<file path="src/rtl/lcs_pkg.sv">
// ----------------------------------------------------------------------------
// lcs_pkg
// Shared types and constants for the link connect supervisor: phase codes,
// register indexes, and the structs passed between the modules.
// ----------------------------------------------------------------------------
package lcs_pkg;

    localparam int TimeW   = 32;
    localparam int AddrW   = 32;
    localparam int SignalW = 8;
    localparam int PhaseW  = 3;
    localparam int CfgIdxW = 2;

    // phase codes
    localparam logic [PhaseW-1:0] PH_IDLE       = 3'd0;
    localparam logic [PhaseW-1:0] PH_CONNECTING = 3'd1;
    localparam logic [PhaseW-1:0] PH_AWAIT_ADDR = 3'd2;
    localparam logic [PhaseW-1:0] PH_CONNECTED  = 3'd3;
    localparam logic [PhaseW-1:0] PH_BACKOFF    = 3'd4;

    // configuration register indexes
    localparam logic [CfgIdxW-1:0] CFG_POLL_INTERVAL   = 2'd0;
    localparam logic [CfgIdxW-1:0] CFG_CONNECT_TIMEOUT = 2'd1;
    localparam logic [CfgIdxW-1:0] CFG_ADDRESS_TIMEOUT = 2'd2;
    localparam logic [CfgIdxW-1:0] CFG_RETRY_INTERVAL  = 2'd3;

    localparam logic [TimeW-1:0] POLL_INTERVAL_RST   = 32'd500;
    localparam logic [TimeW-1:0] CONNECT_TIMEOUT_RST = 32'd15000;
    localparam logic [TimeW-1:0] ADDRESS_TIMEOUT_RST = 32'd10000;
    localparam logic [TimeW-1:0] RETRY_INTERVAL_RST  = 32'd30000;

    // unbound address 0.0.0.0
    localparam logic [AddrW-1:0] ADDR_UNBOUND = '0;

    typedef struct packed {
        logic [TimeW-1:0] poll_interval;
        logic [TimeW-1:0] connect_timeout;
        logic [TimeW-1:0] address_timeout;
        logic [TimeW-1:0] retry_interval;
    } cfg_t;

    typedef struct packed {
        logic [TimeW-1:0]          now_ms;
        logic                      suspended;
        logic                      reconnect_allowed;
        logic                      link_up;
        logic [AddrW-1:0]          current_address;
        logic signed [SignalW-1:0] signal_sample;
    } tick_t;

    typedef struct packed {
        logic [PhaseW-1:0]         phase;
        logic [TimeW-1:0]          phase_start;
        logic [TimeW-1:0]          last_poll;
        logic [AddrW-1:0]          address;
        logic signed [SignalW-1:0] signal;
    } state_t;

    typedef struct packed {
        logic [PhaseW-1:0]         phase;
        logic                      start_attempt;
        logic                      became_connected;
        logic [AddrW-1:0]          held_address;
        logic signed [SignalW-1:0] held_signal;
    } result_t;

endpackage

</file>
<file path="src/rtl/lcs_cfg_regs.sv">
// ----------------------------------------------------------------------------
// lcs_cfg_regs
// Timing configuration registers, written through a simple write port.
// ----------------------------------------------------------------------------
module lcs_cfg_regs
(
    input  logic                         clk,
    input  logic                         rst_n,
    input  logic                         cfg_we,
    input  logic [lcs_pkg::CfgIdxW-1:0]  cfg_index,
    input  logic [lcs_pkg::TimeW-1:0]    cfg_data,
    output lcs_pkg::cfg_t                cfg
);
    import lcs_pkg::*;

    cfg_t cfg_reg;

    always_ff @(posedge clk or negedge rst_n)
    begin
        if (!rst_n)
        begin
            cfg_reg.poll_interval   <= POLL_INTERVAL_RST;
            cfg_reg.connect_timeout <= CONNECT_TIMEOUT_RST;
            cfg_reg.address_timeout <= ADDRESS_TIMEOUT_RST;
            cfg_reg.retry_interval  <= RETRY_INTERVAL_RST;
        end
        else if (cfg_we)
        begin
            unique case (cfg_index)
                CFG_POLL_INTERVAL:   cfg_reg.poll_interval   <= cfg_data;
                CFG_CONNECT_TIMEOUT: cfg_reg.connect_timeout <= cfg_data;
                CFG_ADDRESS_TIMEOUT: cfg_reg.address_timeout <= cfg_data;
                CFG_RETRY_INTERVAL:  cfg_reg.retry_interval  <= cfg_data;
            endcase
        end
    end

    assign cfg = cfg_reg;

endmodule

</file>
<file path="src/rtl/lcs_step.sv">
// ----------------------------------------------------------------------------
// lcs_step
// Combinational phase update for one tick: poll rate limiting, timeouts on
// wrap-around time differences, address/signal capture and result pulses.
// ----------------------------------------------------------------------------
module lcs_step
(
    input  lcs_pkg::cfg_t    cfg,
    input  lcs_pkg::tick_t   tick,
    input  lcs_pkg::state_t  st,
    output lcs_pkg::state_t  st_next,
    output lcs_pkg::result_t res
);
    import lcs_pkg::*;

    logic             polled;
    logic             due;
    logic [TimeW-1:0] since_poll;
    logic [TimeW-1:0] elapsed;
    logic             started;
    logic             connected;

    // differences are modulo 2^32 so wrap of now_ms is harmless
    assign since_poll = tick.now_ms - st.last_poll;
    assign elapsed    = tick.now_ms - st.phase_start;
    assign due        = (since_poll >= cfg.poll_interval);
    assign polled     = (st.phase == PH_CONNECTING) || (st.phase == PH_AWAIT_ADDR)
                     || (st.phase == PH_CONNECTED);

    always_comb
    begin
        st_next   = st;
        started   = 1'b0;
        connected = 1'b0;
        if (!tick.suspended)
        begin
            if (polled && due)
                st_next.last_poll = tick.now_ms;

            unique case (st.phase)
                PH_IDLE:
                begin
                    if (tick.reconnect_allowed)
                    begin
                        st_next.phase       = PH_CONNECTING;
                        st_next.phase_start = tick.now_ms;
                        st_next.last_poll   = tick.now_ms;
                        started             = 1'b1;
                    end
                end
                PH_CONNECTING:
                begin
                    if (due)
                    begin
                        if (tick.link_up)
                        begin
                            st_next.phase       = PH_AWAIT_ADDR;
                            st_next.phase_start = tick.now_ms;
                        end
                        else if (elapsed >= cfg.connect_timeout)
                        begin
                            st_next.phase       = PH_BACKOFF;
                            st_next.phase_start = tick.now_ms;
                        end
                    end
                end
                PH_AWAIT_ADDR:
                begin
                    if (due)
                    begin
                        if (!tick.link_up)
                        begin
                            st_next.phase       = PH_BACKOFF;
                            st_next.phase_start = tick.now_ms;
                        end
                        else
                        begin
                            st_next.address = tick.current_address;
                            st_next.signal  = tick.signal_sample;
                            if (tick.current_address != ADDR_UNBOUND)
                            begin
                                st_next.phase       = PH_CONNECTED;
                                st_next.phase_start = tick.now_ms;
                                connected           = 1'b1;
                            end
                            else if (elapsed >= cfg.address_timeout)
                            begin
                                st_next.phase       = PH_BACKOFF;
                                st_next.phase_start = tick.now_ms;
                            end
                        end
                    end
                end
                PH_CONNECTED:
                begin
                    if (due)
                    begin
                        if (!tick.link_up)
                        begin
                            st_next.address     = ADDR_UNBOUND;
                            st_next.signal      = '0;
                            st_next.phase       = PH_BACKOFF;
                            st_next.phase_start = tick.now_ms;
                        end
                        else
                        begin
                            st_next.signal = tick.signal_sample;
                        end
                    end
                end
                PH_BACKOFF:
                begin
                    if ((elapsed >= cfg.retry_interval) && tick.reconnect_allowed)
                    begin
                        st_next.phase       = PH_CONNECTING;
                        st_next.phase_start = tick.now_ms;
                        st_next.last_poll   = tick.now_ms;
                        started             = 1'b1;
                    end
                end
                default:
                begin
                    // unreachable codes: tick has no effect
                    st_next = st;
                end
            endcase
        end
    end

    always_comb
    begin
        res.phase            = st_next.phase;
        res.start_attempt    = started;
        res.became_connected = connected;
        res.held_address     = st_next.address;
        res.held_signal      = st_next.signal;
    end

endmodule

</file>
<file path="src/rtl/link_connect_supervisor.sv">
// ----------------------------------------------------------------------------
// link_connect_supervisor
// Radio link connection supervisor: one result per tick.
// ----------------------------------------------------------------------------
// Each accepted tick produces exactly one result. A tick is captured in an
// input register, evaluated combinationally against the supervisor state and
// written to the result register while the state is updated. A new tick is
// taken every cycle as long as results are drained (one subtract/compare
// level per timer sets the cycle time). Configuration writes take effect on
// the next clock and are meant for when no tick is in flight.
module link_connect_supervisor
(
    input  logic                                clk,
    input  logic                                rst_n,

    input  logic                                cfg_we,
    input  logic [lcs_pkg::CfgIdxW-1:0]         cfg_index,
    input  logic [lcs_pkg::TimeW-1:0]           cfg_data,

    input  logic                                in_valid,
    output logic                                in_ready,
    input  logic [lcs_pkg::TimeW-1:0]           now_ms,
    input  logic                                suspended,
    input  logic                                reconnect_allowed,
    input  logic                                link_up,
    input  logic [lcs_pkg::AddrW-1:0]           current_address,
    input  logic signed [lcs_pkg::SignalW-1:0]  signal_sample,

    output logic                                out_valid,
    input  logic                                out_ready,
    output logic [lcs_pkg::PhaseW-1:0]          phase,
    output logic                                start_attempt,
    output logic                                became_connected,
    output logic [lcs_pkg::AddrW-1:0]           held_address,
    output logic signed [lcs_pkg::SignalW-1:0]  held_signal
);
    import lcs_pkg::*;

    cfg_t    cfg;
    tick_t   tick_reg;
    logic    tick_vld_reg;
    state_t  st_reg;
    state_t  st_next;
    result_t res_next;
    result_t res_reg;
    logic    res_vld_reg;
    logic    advance;

    lcs_cfg_regs u_cfg
    (
        .clk       (clk),
        .rst_n     (rst_n),
        .cfg_we    (cfg_we),
        .cfg_index (cfg_index),
        .cfg_data  (cfg_data),
        .cfg       (cfg)
    );

    lcs_step u_step
    (
        .cfg     (cfg),
        .tick    (tick_reg),
        .st      (st_reg),
        .st_next (st_next),
        .res     (res_next)
    );

    // the held tick moves on whenever the result register is free or draining
    assign advance  = tick_vld_reg && (!res_vld_reg || out_ready);
    assign in_ready = !tick_vld_reg || advance;

    always_ff @(posedge clk or negedge rst_n)
    begin
        if (!rst_n)
            tick_vld_reg <= 1'b0;
        else if (in_ready)
            tick_vld_reg <= in_valid;
    end

    always_ff @(posedge clk)
    begin
        if (in_valid && in_ready)
        begin
            tick_reg.now_ms            <= now_ms;
            tick_reg.suspended         <= suspended;
            tick_reg.reconnect_allowed <= reconnect_allowed;
            tick_reg.link_up           <= link_up;
            tick_reg.current_address   <= current_address;
            tick_reg.signal_sample     <= signal_sample;
        end
    end

    always_ff @(posedge clk or negedge rst_n)
    begin
        if (!rst_n)
        begin
            st_reg.phase       <= PH_IDLE;
            st_reg.phase_start <= '0;
            st_reg.last_poll   <= '0;
            st_reg.address     <= ADDR_UNBOUND;
            st_reg.signal      <= '0;
        end
        else if (advance)
        begin
            st_reg <= st_next;
        end
    end

    always_ff @(posedge clk or negedge rst_n)
    begin
        if (!rst_n)
            res_vld_reg <= 1'b0;
        else if (advance)
            res_vld_reg <= 1'b1;
        else if (out_ready)
            res_vld_reg <= 1'b0;
    end

    always_ff @(posedge clk)
    begin
        if (advance)
            res_reg <= res_next;
    end

    assign out_valid        = res_vld_reg;
    assign phase            = res_reg.phase;
    assign start_attempt    = res_reg.start_attempt;
    assign became_connected = res_reg.became_connected;
    assign held_address     = res_reg.held_address;
    assign held_signal      = res_reg.held_signal;

    // a new attempt always lands in the connecting phase
    a_start_phase: assert property (@(posedge clk) disable iff (!rst_n)
        out_valid && start_attempt |-> phase == PH_CONNECTING)
        else $error("start_attempt without connecting phase");

    // connected pulse comes with a bound address
    a_conn_addr: assert property (@(posedge clk) disable iff (!rst_n)
        out_valid && became_connected |-> (phase == PH_CONNECTED)
            && (held_address != ADDR_UNBOUND))
        else $error("became_connected without bound address");

    // the two pulses never coincide
    a_pulse_excl: assert property (@(posedge clk) disable iff (!rst_n)
        out_valid |-> !(start_attempt && became_connected))
        else $error("start_attempt and became_connected together");

    // a tick moved into the result register is presented next cycle
    a_adv_valid: assert property (@(posedge clk) disable iff (!rst_n)
        advance |=> out_valid)
        else $error("result lost after advance");

    // state mirrors the most recent result
    a_state_match: assert property (@(posedge clk) disable iff (!rst_n)
        advance |=> (st_reg.phase == phase) && (st_reg.address == held_address))
        else $error("state and result disagree");

endmodule

</file>
<file path="config.mk">
export PLATFORM = sky130hd
export DESIGN_NAME = link_connect_supervisor
export DESIGN_NICKNAME = d
export VERILOG_FILES = /design/src/rtl/lcs_pkg.sv /design/src/rtl/lcs_cfg_regs.sv /design/src/rtl/lcs_step.sv /design/src/rtl/link_connect_supervisor.sv
export SDC_FILE = /design/constraint.sdc
export NUM_CORES = 1
export LEC_CHECK = 0
export ABC_AREA = 1
export BUFFER_PORTS_ARGS = -buffer_cell sky130_fd_sc_hd__clkbuf_2
export CAP_MARGIN = 20
export CORE_MARGIN = 2
export CORE_UTILIZATION = 60
export DETAILED_ROUTE_END_ITERATION = 7
export PLACE_DENSITY = 0.8
export RECOVER_POWER = 25
export SYNTH_ARGS = -nofsm -noshare
export SYNTH_HDL_FRONTEND = slang
export SYNTH_SLANG_ARGS = --single-unit
</file>
<file path="constraint.sdc">
create_clock -name clk -period 11.3 [get_ports clk]
set_clock_uncertainty 0.15 [all_clocks]
set_input_delay 1.695 -clock clk [delete_from_list [all_inputs] [get_ports clk]]
set_output_delay 1.695 -clock clk [all_outputs]
set_load 0.02 [all_outputs]
</file>
==> results of run 1 <==
## cell families after synthesis
group                      after synthesis
buffers and inverters                  506
adders and majority gates              192
AOI/OAI and AO/OA                      480
DFF                                    357
xor gates and xnor gates                61
and+or+nand+nor                       1069
## layout make-up
type,instances,area (um2)
fillers,2847,11400
flip-flops and latches,357,9570
inverters,428,1610
multi-input cells,1802,10000
clock inverters,18,256
well taps,461,577
clock buffers,53,1070
diodes,1,2.50
repair buffers,175,963
## metrics by stage
stage	total power, W	hold slack [ns]	setup WS [ns]	area (um2)
after floorplan	0.00477	0.299	7.19	21600
after global placement	0.00556	0.312	5.72	22700
after detailed placement	0.00576	0.316	5.61	22700
after CTS	0.00714	0.333	5.53	24100
after global routing	0.00778	0.349	4.20	24100
final	0.00715	0.332	5.18	24100
## per-layer routing
metal,track usage [%],part of all wire (%)
met2,51.2,48
met5,0,0
met4,13.3,4.4
met3,6.00,6.2
met1,38.2,42
## cell usage after synthesis (15+ instances only)
library cell	number
o21ai_0	172
edfxtp_1	120
dfstp_2	25
and2_1	22
a21oi_1	139
buf_2	24
nor2_1	100
o21a_1	15
nand4_1	30
xnor2_1	15
inv_1	418
a21o_1	18
nand3_1	117
ha_1	190
dfrtp_1	212
xor2_1	46
clkbuf_1	38
o21ai_1	103
nand2_1	752
## report_power, final
| group | leakage, nW | internal, W | switching (W) |
|---|---|---|---|
| Sequential | 4.09 | 0.00171 | 0.000226 |
| Clock | 0.648 | 0.000788 | 0.000554 |
| Combinational | 7.57 | 0.00140 | 0.00247 |
## worst paths after layout
check                                endpoint  cells after the start     startpoint
worst min register to register  u_cfg.cfg[52]                      2  u_cfg.cfg[52]
worst min-delay path            u_cfg.cfg[52]                      2  u_cfg.cfg[52]
worst max-delay path                st_reg[4]                      2          rst_n
min in group asynchronous       u_cfg.cfg[97]                      1          rst_n
worst max register to register      st_reg[9]                     28   tick_reg[43]
max in group clk                    st_reg[9]                     28   tick_reg[43]
==> out/summary.txt, run 1 <==
Synth area leader - dfrtp_1
synth-to-layout area growth - 11.6%
Detailed Route WL - 56,900 um
Wirelength per Cell - 17.3 um
CP Launch Type - primary input
clock sink count - 357
Sum Neg Setup Slack - 0 ns
Setup Buffers After CTS - 0
Peak VDD IR - 0.000197 V
leakage - 12.3 nW
Nets - 3,109
GRT Total Usage - 30.4%
Layout Utilization - 67.9%
Tmin final - 6.12 ns
YS warnings - 0
initial core utilization - 60.8%
PwrDens - 297 nW/um2
Post-Synth Simple-Gate Area - 20.7%
Synth Flop Type - dfrtp_1
Hold Fails Final Rpt - 0
placed cell count - 3,221
sequential share of the synthesized area - 44.3%
clock tree buffer depth - 3
DR DRC count - 0
Max Cap Violations - 2
row count - 69
area of the mapped netlist - 21,600 um2
Crit path required time - 11.72 ns
Placer Congestion - 0.964
area share of the largest cell type after synthesis - 24.6%
die span in y - 194 um
Vias - 18,200
Crit path max-delay family - buffers and inverters
layout cell share with drive strength beyond 1 - 10.2%
Rel. slew slack - -244%
Setup-failing EPs final - 0
Die ar. - 37,500 um2
core area - 35,500 um2
most frequent cells in the layout - 752 x nand2_1, 417 x inv_1, 212 x dfrtp_1
Gates resized, CTS repair - 0
Final period util - 54.2%
grt total ovfl - 0
first-pass GRT wire length - 91,400 um
largest family of logic cells by synthesized area - simple AND/OR/NAND/NOR gates
Post-synth EDFFs - 120
Hold-fix buffers, CTS - 0
antenna violations before repair - 0
Worst path max stage delay - 3.54 ns
Worst Path Arrival - 6.54 ns
Max FO, Critical Path - 97
DIE WIDTH - 194 um
most common cell after layout, fill and taps aside - nand2_1
status - finished, violations left
CTS Buf Count - 39
XOR/XNOR Fraction of Synth Area - 2.48%
R2R setup slack - 5.47 ns
CP cell instances - clkbuf_1, buf_4
htree depth - 2
max FFs per register - 128
drt via density - 5.52
Post-Layout Cell Count - 3,295
DP HPWL - 42,000 um
Worst Max-Slew Pin Slew - 5.16 ns
slowest stage cell, crit path - clkbuf_1
antenna-violating nets left - 0
largest net degree at the start of global routing - 98
post-synthesis mux area share - 0%
syn_area_per_cell - 8.09 um2
Clk Latency, worst-skew pair - 0.58 ns
ranking of synthesized cells by area - dfrtp_1 25%, edfxtp_1 17%, nand2_1 13%
Hold WC Path Type - flip-flop to flip-flop
Synth cell types - 49
CP bufs+invs - 2
I/O pin count - 161
router iterations before antenna repair - 5
CP endpoint kind - async pin
Cells after Synth - 2,665
Yosys reg bits - 357
Pins Over Slew Limit - 163
adder-cell share of the synthesized area - 11.2%
syn nets - 2,971
vias in the first global route - 18,200
Clk pin slew, worst setup/hold paths - 0.06 ns
failing checks - capacitance limit, slew limit
CTS tree - built
initial DRC count - 1,383
CTS Root Cell - clkbuf_16
Crit Path Class - primary input to async pin
RSZ-0062 raised after global routing - false
Max Fclk - 163 MHz
asr flop ratio synth - 66.4%
complex-gate fraction of the synthesized area - 12.0%
port bufs - 160
Note: power is estimated with default switching activity, not from simulation.
==> run 2, diff against run 1 <==
==> constraint.sdc (replaced) <==
create_clock -name clk -period 6.1 [get_ports clk]
set_clock_uncertainty 0.15 [all_clocks]
set_input_delay 0.915 -clock clk [delete_from_list [all_inputs] [get_ports clk]]
set_output_delay 0.915 -clock clk [all_outputs]
set_load 0.02 [all_outputs]
==> run 2 against run 1 <==
Against the previous run:
- the flow still finishes with violations (capacitance limit, slew limit)
- sequential share of layout area hardly changed
- clock-buffer cell count shrank 4
- final cell count is 0.15% higher
- first-iteration DRC count increased by 0.29%
- register-to-register slack worse by 4.9 ns
- global-route usage increased by 0.50 points
- sequential power increased by 85%
- utilization about the same
- combinational power rose by 87%
- critical path type is now flip-flop to flip-flop
- highest routed layer unchanged
==> out/summary.txt, run 2 (synthesized netlist as in run 1, its figures left out) <==
slowest stage cell, crit path - buf_4
Reg2Reg Capture Point - st_reg[40]
antenna-violating nets left - 0 (unchanged)
Max FO, Critical Path - 57 (-41%)
Crit Path Class - flip-flop to flip-flop
core area - 35,500 um2 (unchanged)
Clk Latency, worst-skew pair - 0.58 ns (about the same)
Tot Pwr - 0.0133 W (+85%)
Hold EP - u_cfg.cfg[44]
htree depth - 2 (unchanged)
grt total ovfl - 0 (unchanged)
initial DRC count - 1,387 (+0.29%)
Cell Area, Placed - 22,800 um2 (about the same)
Max Fclk - 180 MHz
CTS Buf Count - 40 (+2.6%)
Crit path required time - 6.44 ns (-5.28 ns)
ant diodes - 0 (-1)
Setup-failing EPs final - 0 (unchanged)
Sum Neg Setup Slack - 0 ns (unchanged)
CTS tree - built
vias in the first global route - 18,400 (+1.2%)
router iterations before antenna repair - 6 (+1)
GRT Total Usage - 30.9% (+0.50 points)
layout cell share with drive strength beyond 1 - 10.5% (+0.30 points)
Die ar. - 37,500 um2 (unchanged)
Crit path max-delay family - simple AND/OR/NAND/NOR gates
Rel. slew slack - -193% (+51 points)
most common cell after layout, fill and taps aside - nand2_1
Final period util - 90.8%
hold path depth - 2 (unchanged)
Worst path most repeated cell - nand2_1
Worst Max-Slew Pin Slew - 4.40 ns (-0.760 ns)
DIE WIDTH - 194 um (unchanged)
failing checks - capacitance limit, slew limit
initial core utilization - 60.8% (unchanged)
R2R setup slack - 0.56 ns (-4.91 ns)
r2r startpoint - tick_reg[63]
max FFs per register - 128 (unchanged)
Setup Buffers After CTS - 0 (unchanged)
first-pass GRT wire length - 93,300 um (+2.1%)
Wirelength per Cell - 17.5 um (+1.3%)
Pins Over Slew Limit - 149 (-8.6%)
largest net degree at the start of global routing - 90 (-8.2%)
Vias - 18,400 (+0.95%)
crit path launch - tick_reg[63]
most frequent cells in the layout - 752 x nand2_1, 417 x inv_1, 212 x dfrtp_1
CP endpoint kind - flip-flop
CP bufs+invs - 2 (unchanged)
clock tree buffer depth - 3 (unchanged)
Tmin final - 5.54 ns
Clk pin slew, worst setup/hold paths - 0.06 ns (about the same)
Hold WC Path Type - flip-flop to flip-flop
CTS Root Cell - clkbuf_16
port bufs - 160 (unchanged)
clock sink count - 357 (unchanged)
Hold Fails Final Rpt - 0 (unchanged)
status - finished, violations left
synth-to-layout area growth - 11.7% (about the same)
R2R depth - 27 (-3.6%)
drt via density - 5.56 (+0.79%)
Detailed Route WL - 57,700 um (+1.5%)
row count - 69 (unchanged)
min-delay src - u_cfg.cfg[44]
DR DRC count - 0 (unchanged)
Placer Congestion - 1.00 (+4.0%)
DP HPWL - 42,100 um (+0.20%)
antenna violations before repair - 0 (unchanged)
RSZ-0062 raised after global routing - false
die span in y - 194 um (unchanged)
Max Cap Violations - 2 (unchanged)
leakage - 12.3 nW (+0.10%)
Nets - 3,113 (+0.13%)
PwrDens - 550 nW/um2 (+85%)
Worst Path Arrival - 5.89 ns (-0.65 ns)
I/O pin count - 161 (unchanged)
Peak VDD IR - 0.000379 V (+92%)
CP Launch Type - flip-flop
Worst path max stage delay - 0.56 ns (-2.98 ns)
final instance area - 24,100 um2 (about the same)
==> run 2: what timing repair did <==
item	4_1_cts	5_1_grt
endpoints found under the setup margin	0	17
hold buffers	0	0
gates resized for setup	0	1
==> run 2: final cells by class <==
class / instances / area, um2
Fill cell: 2848 / 11400
Sequential cell: 357 / 9570
Tap cell: 461 / 577
Inverter: 428 / 1610
Clock buffer: 49 / 1070
Multi-Input combinational cell: 1802 / 10000
Timing Repair Buffer: 178 / 970
Clock inverter: 25 / 254
==> run 2: worst max-delay path by stage <==
stage | to | slack (ns) | cells past startpoint
after floorplan | held_address[10] | 2.00 | 30
after global placement | held_address[28] | 0.57 | 24
after detailed placement | st_reg[27] | 0.58 | 29
after CTS | st_reg[27] | 0.55 | 29
after global routing | st_reg[47] | 0.10 | 28
final | st_reg[40] | 0.56 | 27
==> run 2: per-layer routing <==
layer	up-vias	global-route usage [%]	wire, um	share of wire [%]
li1	8914	-	-	-
met1	8648	39.8	23800	41
met2	657	53.1	28300	49
met3	144	3.77	3400	5.9
met4	0	12.7	2320	4.0
met5	-	0	0	0
==> run 2: per-stage QoR <==
stage / utilization, % / worst slack [ns] / hold slack (ns) / std cells
3_5_place_dp: 64.1 / 0.581 / 0.323 / 3224
5_1_grt: 67.9 / 0.103 / 0.347 / 3300
4_1_cts: 67.9 / 0.549 / 0.228 / 3298
6_report: 67.9 / 0.558 / 0.336 / 3300
3_3_place_gp: 64.0 / 0.568 / 0.313 / 3222
2_1_floorplan: - / 2.00 / 0.299 / 2665
==> run 2: power breakdown <==
| group | leakage [nW] | internal [W] | switching, W |
|---|---|---|---|
| combinational | 7.59 | 0.00259 | 0.00465 |
| clock | 0.646 | 0.00140 | 0.00103 |
| sequential | 4.09 | 0.00317 | 0.000413 |
| total | 12.3 | 0.00716 | 0.00610 |
==> run 2: tightest hold or removal path, delay by kind of cell (launching register included) <==
family           cells  cell delay [ns]
AO/OA/AOI/OAI        1             0.06
AND/OR/NAND/NOR      1             0.05
flip-flops           1             0.34
